==> config.mk <==
export PLATFORM = sky130hd
export DESIGN_NAME = positional_insert_erase_array_unit
export DESIGN_NICKNAME = d
export VERILOG_FILES = /design/src/rtl/pie_pkg.sv /design/src/rtl/pie_ctrl.sv /design/src/rtl/pie_dpath.sv /design/src/rtl/positional_insert_erase_array_unit.sv
export SDC_FILE = /design/constraint.sdc
export NUM_CORES = 2
export LEC_CHECK = 0
export ABC_AREA = 1
export BUFFER_PORTS_ARGS = -buffer_cell sky130_fd_sc_hd__buf_2
export CORE_ASPECT_RATIO = 2
export CORE_MARGIN = 2
export CORE_UTILIZATION = 50
export DETAILED_ROUTE_END_ITERATION = 10
export HOLD_SLACK_MARGIN = 0.02
export PLACE_DENSITY = 0.73
export SLEW_MARGIN = 25
export SYNTH_ARGS = -nofsm -noshare
export SYNTH_HDL_FRONTEND = slang
export SYNTH_SLANG_ARGS = --single-unit
==> constraint.sdc <==
create_clock -name clk -period 6.6 [get_ports clk]
set_input_delay 1.32 -clock clk [delete_from_list [all_inputs] [get_ports clk]]
set_output_delay 1.32 -clock clk [all_outputs]
set_load 0.02 [all_outputs]
==> src/rtl/pie_pkg.sv <==
`timescale 1ns / 1ps

package pie_pkg;

	localparam int CMD_W   = 2;
	localparam int POS_W   = 7;
	localparam int VALUE_W = 32;
	localparam int COUNT_W = 7;
	localparam int STAT_W  = 2;

	typedef enum logic [CMD_W-1:0] {
		CMD_INSERT = 2'd0,
		CMD_ERASE  = 2'd1,
		CMD_READ   = 2'd2
	} cmd_code_t;

	typedef enum logic [STAT_W-1:0] {
		ST_DONE  = 2'd0,
		ST_FULL  = 2'd1,
		ST_RANGE = 2'd2
	} stat_code_t;

	typedef enum logic [5:0] {
		S_IDLE = 6'b000001,
		S_INS  = 6'b000010,
		S_DEL  = 6'b000100,
		S_SHW  = 6'b001000,
		S_RD   = 6'b010000,
		S_DONE = 6'b100000
	} state_t;

	// controller -> datapath
	typedef struct packed {
		logic accept;
		logic rd_src;
		logic rd_pos;
		logic wr_value;
		logic wr_shift;
		logic cnt_inc;
		logic cnt_dec;
		logic load_res;
	} ctl_t;

	// datapath -> controller
	typedef struct packed {
		logic ins_go;
		logic del_go;
		logic rd_go;
		logic at_end;
		logic dir_erase;
		logic res_free;
	} sts_t;

endpackage

==> src/rtl/pie_ctrl.sv <==
`timescale 1ns / 1ps

module pie_ctrl import pie_pkg::*; (
	input  logic clk,
	input  logic arst_n,
	input  logic in_valid,
	output logic in_stall,
	input  sts_t sts,
	output ctl_t ctl
);

	state_t state_q;
	state_t state_d;

	always_ff @(posedge clk or negedge arst_n) begin
		if (!arst_n) begin
			state_q <= S_IDLE;
		end else begin
			state_q <= state_d;
		end
	end

	assign in_stall = (state_q != S_IDLE);

	always_comb begin
		state_d = state_q;
		ctl     = '0;
		unique case (state_q)
			S_IDLE: begin
				if (in_valid) begin
					ctl.accept = 1'b1;
					priority if (sts.ins_go) begin
						state_d = S_INS;
					end else if (sts.del_go) begin
						state_d = S_DEL;
					end else if (sts.rd_go) begin
						state_d = S_RD;
					end else begin
						state_d = S_DONE;
					end
				end
			end
			S_INS: begin
				if (sts.at_end) begin
					ctl.wr_value = 1'b1;
					ctl.cnt_inc  = 1'b1;
					state_d      = S_DONE;
				end else begin
					ctl.rd_src = 1'b1;
					state_d    = S_SHW;
				end
			end
			S_DEL: begin
				if (sts.at_end) begin
					ctl.cnt_dec = 1'b1;
					state_d     = S_DONE;
				end else begin
					ctl.rd_src = 1'b1;
					state_d    = S_SHW;
				end
			end
			S_SHW: begin
				ctl.wr_shift = 1'b1;
				state_d      = sts.dir_erase ? S_DEL : S_INS;
			end
			S_RD: begin
				ctl.rd_pos = 1'b1;
				state_d    = S_DONE;
			end
			S_DONE: begin
				if (sts.res_free) begin
					ctl.load_res = 1'b1;
					state_d      = S_IDLE;
				end
			end
			default: begin
				state_d = S_IDLE;
			end
		endcase
	end

endmodule

==> src/rtl/pie_dpath.sv <==
`timescale 1ns / 1ps

module pie_dpath import pie_pkg::*; #(
	parameter int CAPACITY  = 64,
	parameter int WORD_BITS = 32
) (
	input  logic                      clk,
	input  logic                      arst_n,
	input  ctl_t                      ctl,
	output sts_t                      sts,
	input  logic [CMD_W-1:0]          cmd,
	input  logic [POS_W-1:0]          position,
	input  logic signed [VALUE_W-1:0] value,
	output logic                      out_valid,
	input  logic                      out_stall,
	output logic signed [VALUE_W-1:0] read_value,
	output logic [COUNT_W-1:0]        entry_count,
	output logic [STAT_W-1:0]         status
);

	localparam int IDX_W = (CAPACITY > 1) ? $clog2(CAPACITY) : 1;
	localparam int CNT_W = $clog2(CAPACITY + 1);
	localparam int CMP_W = ((CNT_W > POS_W) ? CNT_W : POS_W) + 1;

	logic [WORD_BITS-1:0] mem [CAPACITY];

	logic [CNT_W-1:0]     count_q;
	logic [IDX_W-1:0]     idx_q;
	logic [IDX_W-1:0]     pos_q;
	logic [WORD_BITS-1:0] val_q;
	logic                 dir_q;
	logic                 rd_ok_q;
	stat_code_t           stat_q;
	logic [WORD_BITS-1:0] rdata_q;

	logic                      out_valid_q;
	logic signed [VALUE_W-1:0] res_value_q;
	logic [COUNT_W-1:0]        res_count_q;
	stat_code_t                res_stat_q;

	logic [CMP_W-1:0]     count_w;
	logic [CMP_W-1:0]     pos_w;
	logic                 full;
	stat_code_t           stat_in;
	logic [IDX_W-1:0]     ins_pos;
	logic [IDX_W-1:0]     src_idx;
	logic [IDX_W-1:0]     raddr;
	logic                 re;
	logic                 we;
	logic [WORD_BITS-1:0] wdata;
	logic [63:0]          val_ext;
	logic signed [63:0]   rd_ext;

	assign count_w = CMP_W'(count_q);
	assign pos_w   = CMP_W'(position);
	assign full    = (count_q == CNT_W'(CAPACITY));

	always_comb begin
		stat_in = ST_DONE;
		unique case (cmd)
			CMD_INSERT: begin
				priority if (full) begin
					stat_in = ST_FULL;
				end else if (pos_w > count_w + CMP_W'(1)) begin
					stat_in = ST_RANGE;
				end else begin
					stat_in = ST_DONE;
				end
			end
			CMD_ERASE, CMD_READ: begin
				stat_in = (pos_w >= count_w) ? ST_RANGE : ST_DONE;
			end
			default: begin
				stat_in = ST_RANGE;
			end
		endcase
	end

	assign ins_pos = (pos_w > count_w) ? IDX_W'(count_q) : IDX_W'(position);

	assign sts.ins_go    = (cmd == CMD_INSERT) && (stat_in == ST_DONE);
	assign sts.del_go    = (cmd == CMD_ERASE) && (stat_in == ST_DONE);
	assign sts.rd_go     = (cmd == CMD_READ) && (stat_in == ST_DONE);
	assign sts.dir_erase = dir_q;
	assign sts.at_end    = dir_q ? ((CNT_W'(idx_q) + CNT_W'(1)) >= count_q)
	                             : (idx_q == pos_q);
	assign sts.res_free  = !out_valid_q || !out_stall;

	assign val_ext = {{32{value[VALUE_W-1]}}, value};

	always_ff @(posedge clk) begin
		if (ctl.accept) begin
			dir_q   <= (cmd == CMD_ERASE);
			rd_ok_q <= sts.rd_go;
			stat_q  <= stat_in;
			val_q   <= val_ext[WORD_BITS-1:0];
			if (cmd == CMD_INSERT) begin
				pos_q <= ins_pos;
				idx_q <= IDX_W'(count_q);
			end else begin
				pos_q <= IDX_W'(position);
				idx_q <= IDX_W'(position);
			end
		end else if (ctl.wr_shift) begin
			idx_q <= dir_q ? (idx_q + IDX_W'(1)) : (idx_q - IDX_W'(1));
		end
	end

	always_ff @(posedge clk or negedge arst_n) begin
		if (!arst_n) begin
			count_q <= '0;
		end else if (ctl.cnt_inc) begin
			count_q <= count_q + CNT_W'(1);
		end else if (ctl.cnt_dec) begin
			count_q <= count_q - CNT_W'(1);
		end
	end

	assign src_idx = dir_q ? (idx_q + IDX_W'(1)) : (idx_q - IDX_W'(1));
	assign raddr   = ctl.rd_pos ? pos_q : src_idx;
	assign re      = ctl.rd_pos | ctl.rd_src;
	assign we      = ctl.wr_value | ctl.wr_shift;
	assign wdata   = ctl.wr_value ? val_q : rdata_q;

	always_ff @(posedge clk) begin
		if (we) begin
			mem[idx_q] <= wdata;
		end
		if (re) begin
			rdata_q <= mem[raddr];
		end
	end

	assign rd_ext = 64'($signed(rdata_q));

	always_ff @(posedge clk or negedge arst_n) begin
		if (!arst_n) begin
			out_valid_q <= 1'b0;
		end else if (ctl.load_res) begin
			out_valid_q <= 1'b1;
		end else if (!out_stall) begin
			out_valid_q <= 1'b0;
		end
	end

	always_ff @(posedge clk) begin
		if (ctl.load_res) begin
			res_value_q <= rd_ok_q ? rd_ext[VALUE_W-1:0] : '0;
			res_count_q <= COUNT_W'(count_q);
			res_stat_q  <= stat_q;
		end
	end

	assign out_valid   = out_valid_q;
	assign read_value  = res_value_q;
	assign entry_count = res_count_q;
	assign status      = res_stat_q;

endmodule

==> src/rtl/positional_insert_erase_array_unit.sv <==
`timescale 1ns / 1ps
// channel | handshake            | payload
// in      | in_valid / in_stall  | cmd, position, value
// out     | out_valid / out_stall | read_value, entry_count, status
//
// One item at a time; an insert or erase moves one entry at a time
// through the entry RAM (a read in INS or DEL, then a write in SHW).
// A read passes IDLE, RD, DONE; a rejected command goes from IDLE to DONE.
// Next item is taken while a result waits.
// Reset clears the count and the result valid; entries are not cleared.
// out_stall only holds the result register; a new result waits in DONE.

module positional_insert_erase_array_unit import pie_pkg::*; #(
	parameter int CAPACITY  = 64,
	parameter int WORD_BITS = 32
) (
	input  logic                      clk,
	input  logic                      arst_n,
	input  logic                      in_valid,
	output logic                      in_stall,
	input  logic [CMD_W-1:0]          cmd,
	input  logic [POS_W-1:0]          position,
	input  logic signed [VALUE_W-1:0] value,
	output logic                      out_valid,
	input  logic                      out_stall,
	output logic signed [VALUE_W-1:0] read_value,
	output logic [COUNT_W-1:0]        entry_count,
	output logic [STAT_W-1:0]         status
);

	ctl_t ctl;
	sts_t sts;

	pie_ctrl u_ctrl (
		.clk      (clk),
		.arst_n   (arst_n),
		.in_valid (in_valid),
		.in_stall (in_stall),
		.sts      (sts),
		.ctl      (ctl)
	);

	pie_dpath #(
		.CAPACITY  (CAPACITY),
		.WORD_BITS (WORD_BITS)
	) u_dpath (
		.clk         (clk),
		.arst_n      (arst_n),
		.ctl         (ctl),
		.sts         (sts),
		.cmd         (cmd),
		.position    (position),
		.value       (value),
		.out_valid   (out_valid),
		.out_stall   (out_stall),
		.read_value  (read_value),
		.entry_count (entry_count),
		.status      (status)
	);

endmodule

# After elaboration in Yosys (flattened, before gate mapping)
# Memories as Yosys holds them, arrays and structs flattened. A register that Yosys moved wholly into a read port is not among the register bits.
# Cells that the tools add are included.
[op_classes] n_bitwise=2 n_lt_le_gt_ge=4 reduce_logical=13 mux=38 eq_ne=14 n_addsub=6
[ops] op="$mux 6" n=13
[ops] op="$mux 32" n=1
[ops] op="$pmux 6 s5" n=1
[ops] op="$mux 1" n=16
[ops] op="$ge 7x7->1" n=2
[ops] op="$mux 7" n=2
[ops] op="$add 7x1->8 const B" n=1
[ops] op="$gt 7x8->1" n=1
[ops] op="$add 6x1->7 const B" n=1
[ops] op="$add 7x1->7 const B" n=1
[ops] op="$eq 7x7->1 const B" n=1
[ops] op="$gt 7x7->1" n=1
[ops] op="$sub 7x1->7 const B" n=1
[ops] op="$add 6x1->6 const B" n=1
[ops] op="$eq 6x1->1 const B" n=1
[ops] op="$eq 6x2->1 const B" n=1
[ops] op="$eq 6x3->1 const B" n=1
[ops] op="$eq 6x4->1 const B" n=1
[ops] op="$eq 6x5->1 const B" n=1
[ops] op="$eq 6x6->1" n=1
[ops] op="$eq 6x6->1 const B" n=1
[ops] op="$mux 2" n=3
[ops] op="$ne 6x1->1 const B" n=1
[ops] op="$sub 6x1->6 const B" n=1
[ops] op="other kinds (14)" n=22
[totals] wordCells=90 ff_bits=103 mem_count=1 output_inout_bits=43 in_bits=45 ram_bits=2048
[memory_table] memory="u_dpath.mem" depth=64 word_bits=32 rd=1 rd_ports_with_merged_regs=1 wr=1 line="pie_dpath.sv:25" text="logic [WORD_BITS-1:0] mem [CAPACITY];"

# Longest topological paths before layout
[logic_depth] depth_word=12 depth_mapped=26 mapped_depth_nobuf=24

# Hierarchy
# A second synthesis with hierarchy kept.
[hier_totals] cells_unflattened=9739 hier_area_um2=97046.8
[modules_own_cells] mod="pie_dpath" cells_each=9672 n_inst=1 area_each_um2=96580.1 seq_area_each_um2=65332.7
[modules_own_cells] mod="pie_ctrl" cells_each=67 n_inst=1 area_each_um2=466.7 seq_area_each_um2=151.4

# Least setup slack after synthesis
# No wires, ideal clock.
[synth_path] path_kind="register to register" from="register u_dpath.idx_q[0]" to="memory u_dpath.mem[63][0], enable pin" arrival_ns=4.595 setup_slack_ns=1.544 setup_time_ns=0.461 required_ns=6.139 path_buffers=2 synth_period_minus_slack_ns=5.056 path_stages_with_launch=20 path_cell_list="edfxtp_1 -> buf_2 -> inv_1 -> nor2_1 -> inv_1 -> nor2_1 -> inv_1 -> a221oi_1 -> ha_1 -> nand2_1 -> inv_1 -> nand4_1 -> nand4_1 -> nand2_1 -> inv_2 -> nand2_2 -> nand2_1 -> buf_4 -> inv_2 -> nor3_1"
[synth_between] elab_chain_cells=8 word_cells_on_any_way=9 cone_classes="add/sub: 1; order compare: 1; eq/ne: 1; mux: 5; bitwise: 1"
[synth_lines] item="start: declaration" line="pie_dpath.sv:28" text="logic [IDX_W-1:0] idx_q;"
[synth_lines] item="start signal: assignment" line="pie_dpath.sv:99" text="idx_q <= IDX_W'(count_q);"
[synth_lines] item="start signal: assignment" line="pie_dpath.sv:102" text="idx_q <= IDX_W'(position);"
[synth_lines] item="start signal: assignment" line="pie_dpath.sv:105" text="idx_q <= dir_q ? (idx_q + IDX_W'(1)) : (idx_q - IDX_W'(1));"
[synth_lines] item="$add 6x1->7" line="pie_dpath.sv:85" text="assign sts.at_end = dir_q ? ((CNT_W'(idx_q) + CNT_W'(1)) >= count_q)"
[synth_lines] item="$ge 7x7->1" line="pie_dpath.sv:85"
[synth_lines] item="$mux 1" line="pie_dpath.sv:85"
[synth_lines] item="$mux 1" line="pie_ctrl.sv:44" text="if (sts.at_end) begin"
[synth_lines] item="$mux 1" line="pie_ctrl.sv:28" text="unique case (state_q)"
[synth_lines] item="$or 1x1->1" line="pie_dpath.sv:122" text="assign we = ctl.wr_value | ctl.wr_shift;"
[synth_lines] item="$mux 1" line="pie_dpath.sv:126" text="if (we) begin"
[synth_lines] item="$mux 1 (not written as such)" line="pie_dpath.sv:127" text="mem[idx_q] <= wdata;"
[synth_lines] item="end: declaration" line="pie_dpath.sv:25"
# Several ways; a longest one is shown, not always the timed one.

# Worst setup path in the final report
[layout_path] from="register u_dpath.idx_q[0]" to="memory u_dpath.mem[35][2], enable pin"
# The elaborated chain is that of the path after synthesis.

==> out/qor.yml <==
fin_skew_ns: 0.0391
antenna_found_initial: 12
cp_max_fo: 18
hpwl_um: 166000
gp_congestion: 0.926
vias_per_cell: 5.69
ant_nets: 0
htreeDepth: 4
ctsLongestPathBuffers: 4
hold_viol_final: 0
dr.pass1.iters: 6
portBuffers: 87
ys_seq_area_share_pct: 68.7
crit_type: "reg -> reg"
start_kind: "flip-flop"
power_leakage_nw: 43.0
grt_first_pass_wirelength_um: 404000
final_layout_size_suffix_gt1_share_pct: 7.16
vias: 65900
hold_buffers: 0
place_ws_ns: 1.56
status: "completed"
netlist_instances: 8966
rows: 226
setup_tns_ns: 0
area_delta_synth_final_pct: 10.5
hp-class: "in -> async"
grt-ovfl-total: 0
ys_seq_elements: 2183
fp.dieH_um: 621
wire_per_inst_um: 24.0
die_x_um: 313
setup-violations-final: 0
synth_cell_type_count: 41
yosys_warnings: 0
clock_sinks: 2183
reg2reg_setup_slack_ns: 1.53
io_pins: 88
grt_start_max_net_pins: 170
worst_ir_drop_vdd_mv: 1.21
syn_avg_cell_area_um2: 10.6
synth_fp_nets: 9050
setup_ws_ns: 1.53
fmax_mhz: 197
drc: 0
wl_um: 278000
drtIter0Drc: 7508
grt_pass1_vias: 65400
grtUsageTotal_pct: 28.0
cp.arrival_ns: 5.58
final_util_pct: 55.6
coreArea_um2: 189000
clk_latency_ns: 0.83
dieArea_um2: 194000
clk_pin_slew_ns: 0.08
finalMaxSlewViolations: 0
fin_crit_ns: 5.07
cts_root_buffer: "clkbuf_16"
cts_resized: 0
cts_setup_buffers: 0
nets: 9012
cts_tree: "done"
cts_buffers: 183
fin_crit_sh_pct: 76.8
cap_violations: 0
worst_pin_slew_ns: 1.10
max_slew_margin_pct: 26.3
p_per_area_nw_per_um2: 467
initial_utilization_pct: 50.3
critPathRequiredTime_ns: 7.11
rsz0062_at_grt: "false"
end_kind: "flip-flop"
syn_area_um2: 95300
cell usage in the layout (no fill, tap or decap), types with 3 or more instances in the layout:
cell        Yosys  layout
edfxtp_1     2169    2169
nand2_4         0      10
inv_2           6       4
a21oi_1        14      13
o21ai_4         0       6
inv_1        1530    1529
nand4_1         8       8
xnor2_1         8       8
o21ai_0        28      25
nand2_2        11      34
nor2_1        106      43
clkbuf_16       0     187
clkbuf_1      139      29
clkinv_4        0       3
nand3b_1      225     225
buf_2         312      87
inv_6           0       3
buf_4          10     125
diode_2         0       5
nor3_1          9       7
dfrtp_1        13      13
xor2_1         10      10
clkinv_2        0      29
buf_12          0      53
nand2_1      2393    2358
nand3_1      1875    1874
nor4_1          4       4
o211ai_1        5       5
clkinv_1        2      42
ha_1           37      37
bufinv_16       0      26
clkinvlp_4      0       3
nor2_4          3      66
worst max-delay path: stages (launching register included):
cell and delay [ns]:
edfxtp_1 0.68, inv_1 0.26, nor2_1 0.35, inv_1 0.21, nor2_1 0.13, inv_1 0.08, a221oi_1 0.32, ha_1 0.19
nand2_1 0.07, inv_1 0.06, nand4_1 0.08, nand4_1 0.13, nand2_1 0.09, inv_2 0.07, nand2_2 0.18, nand2_1 0.20
buf_4 0.25, nand2_1 0.40, nor2_4 0.69, buf_12 0.29
area by class of cell:
cell class | instances | area, um^2
antenna | 5 | 12.5
clock buffer | 216 | 4790
clock inverter | 102 | 1130
fill | 15300 | 84200
inverter | 1538 | 5790
multi-input combinational | 4755 | 22500
sequential | 2183 | 65500
tap | 2508 | 3140
timing repair buffer | 267 | 2490
through the flow:
step / instances / hold WS [ns] / power, mW / cell area [um^2]
floorplan: 8966 / 0.400 / 29.6 / 95300
global placement: 11200 / 0.404 / 37.5 / 99300
detailed placement: 11300 / 0.414 / 37.7 / 99400
CTS: 11600 / 0.404 / 48.7 / 105000
global route: 11600 / 0.444 / 50.9 / 105000
finish: 11600 / 0.438 / 49.2 / 105000
per-layer routing:
metal	vias to the layer above	global-route usage, %	routed length (um)
met5	-	0	21
met3	1053	4.33	23500
li1	29400	-	-
met1	31600	30.1	89100
met2	3810	49.4	142000
met4	4	20.8	23200
flip-flops by register name (all words and copies together) (netlist names), 2 cells and up:
signal	count
u_dpath.mem	2048
u_dpath.rdata_q	32
u_dpath.read_value	32
u_dpath.val_q	32
u_dpath.count_q	7
u_dpath.entry_count	7
u_ctrl.state_q	6
u_dpath.idx_q	6
u_dpath.pos_q	6
u_dpath.stat_q	2
u_dpath.status	2
power breakdown:
part | total [mW] | switching, mW | internal [mW]
Sequential | 16.1 | 0.205 | 15.9
Clock | 11.1 | 4.89 | 6.19
Combinational | 22.0 | 16.4 | 5.60
logic make-up after synthesis:
logic type                 share of synthesized area [%]
and+or+nand+nor                                     21.7
DFF                                                 68.7
buffers and inverters                               8.47
AOI/OAI and AO/OA                                  0.366
adders and majority gates                          0.528
xor gates and xnor gates                           0.165
cell usage after synthesis, drive strengths merged:
master / n / area [um^2]
nand2: 2404 / 9050
nand3: 1876 / 9400
a41oi: 1 / 8.76
a221oi: 1 / 8.76
clkbuf: 139 / 522
xnor2: 8 / 70.1
o211ai: 5 / 37.5
a211oi: 1 / 7.51
a21o: 2 / 15.0
o21bai: 1 / 7.51
nor2: 109 / 432
inv: 1536 / 5770
dfrtp: 13 / 325
nand3b: 225 / 1690
o21a: 1 / 7.51
nor4: 4 / 25.0
xor2: 10 / 87.6
nand4: 9 / 62.6
ha: 37 / 463
o21ai: 32 / 171
fa: 2 / 40.0
edfxtp: 2169 / 65100
a21oi: 14 / 70.1
clkinv: 2 / 7.51
and2: 1 / 6.26
nor3: 9 / 45.0
buf: 351 / 1780
o2111ai: 1 / 8.76
or2: 1 / 6.26
o22ai: 1 / 6.26
dfstp: 1 / 26.3
worst paths after layout:
kind,cells after the start,startpoint,end
setup reg to reg,19,u_dpath.idx_q[0],u_dpath.mem[35][2]
hold reg to reg,0,u_dpath.stat_q[0],u_dpath.status[0]
min in group clk,0,u_dpath.stat_q[0],u_dpath.status[0]
hold / removal,1,arst_n,u_ctrl.state_q[1]
max in group asynchronous,1,arst_n,u_ctrl.state_q[0]
setup / recovery,19,u_dpath.idx_q[0],u_dpath.mem[35][2]
No activity file was read; power rests on OpenSTA's default activity.
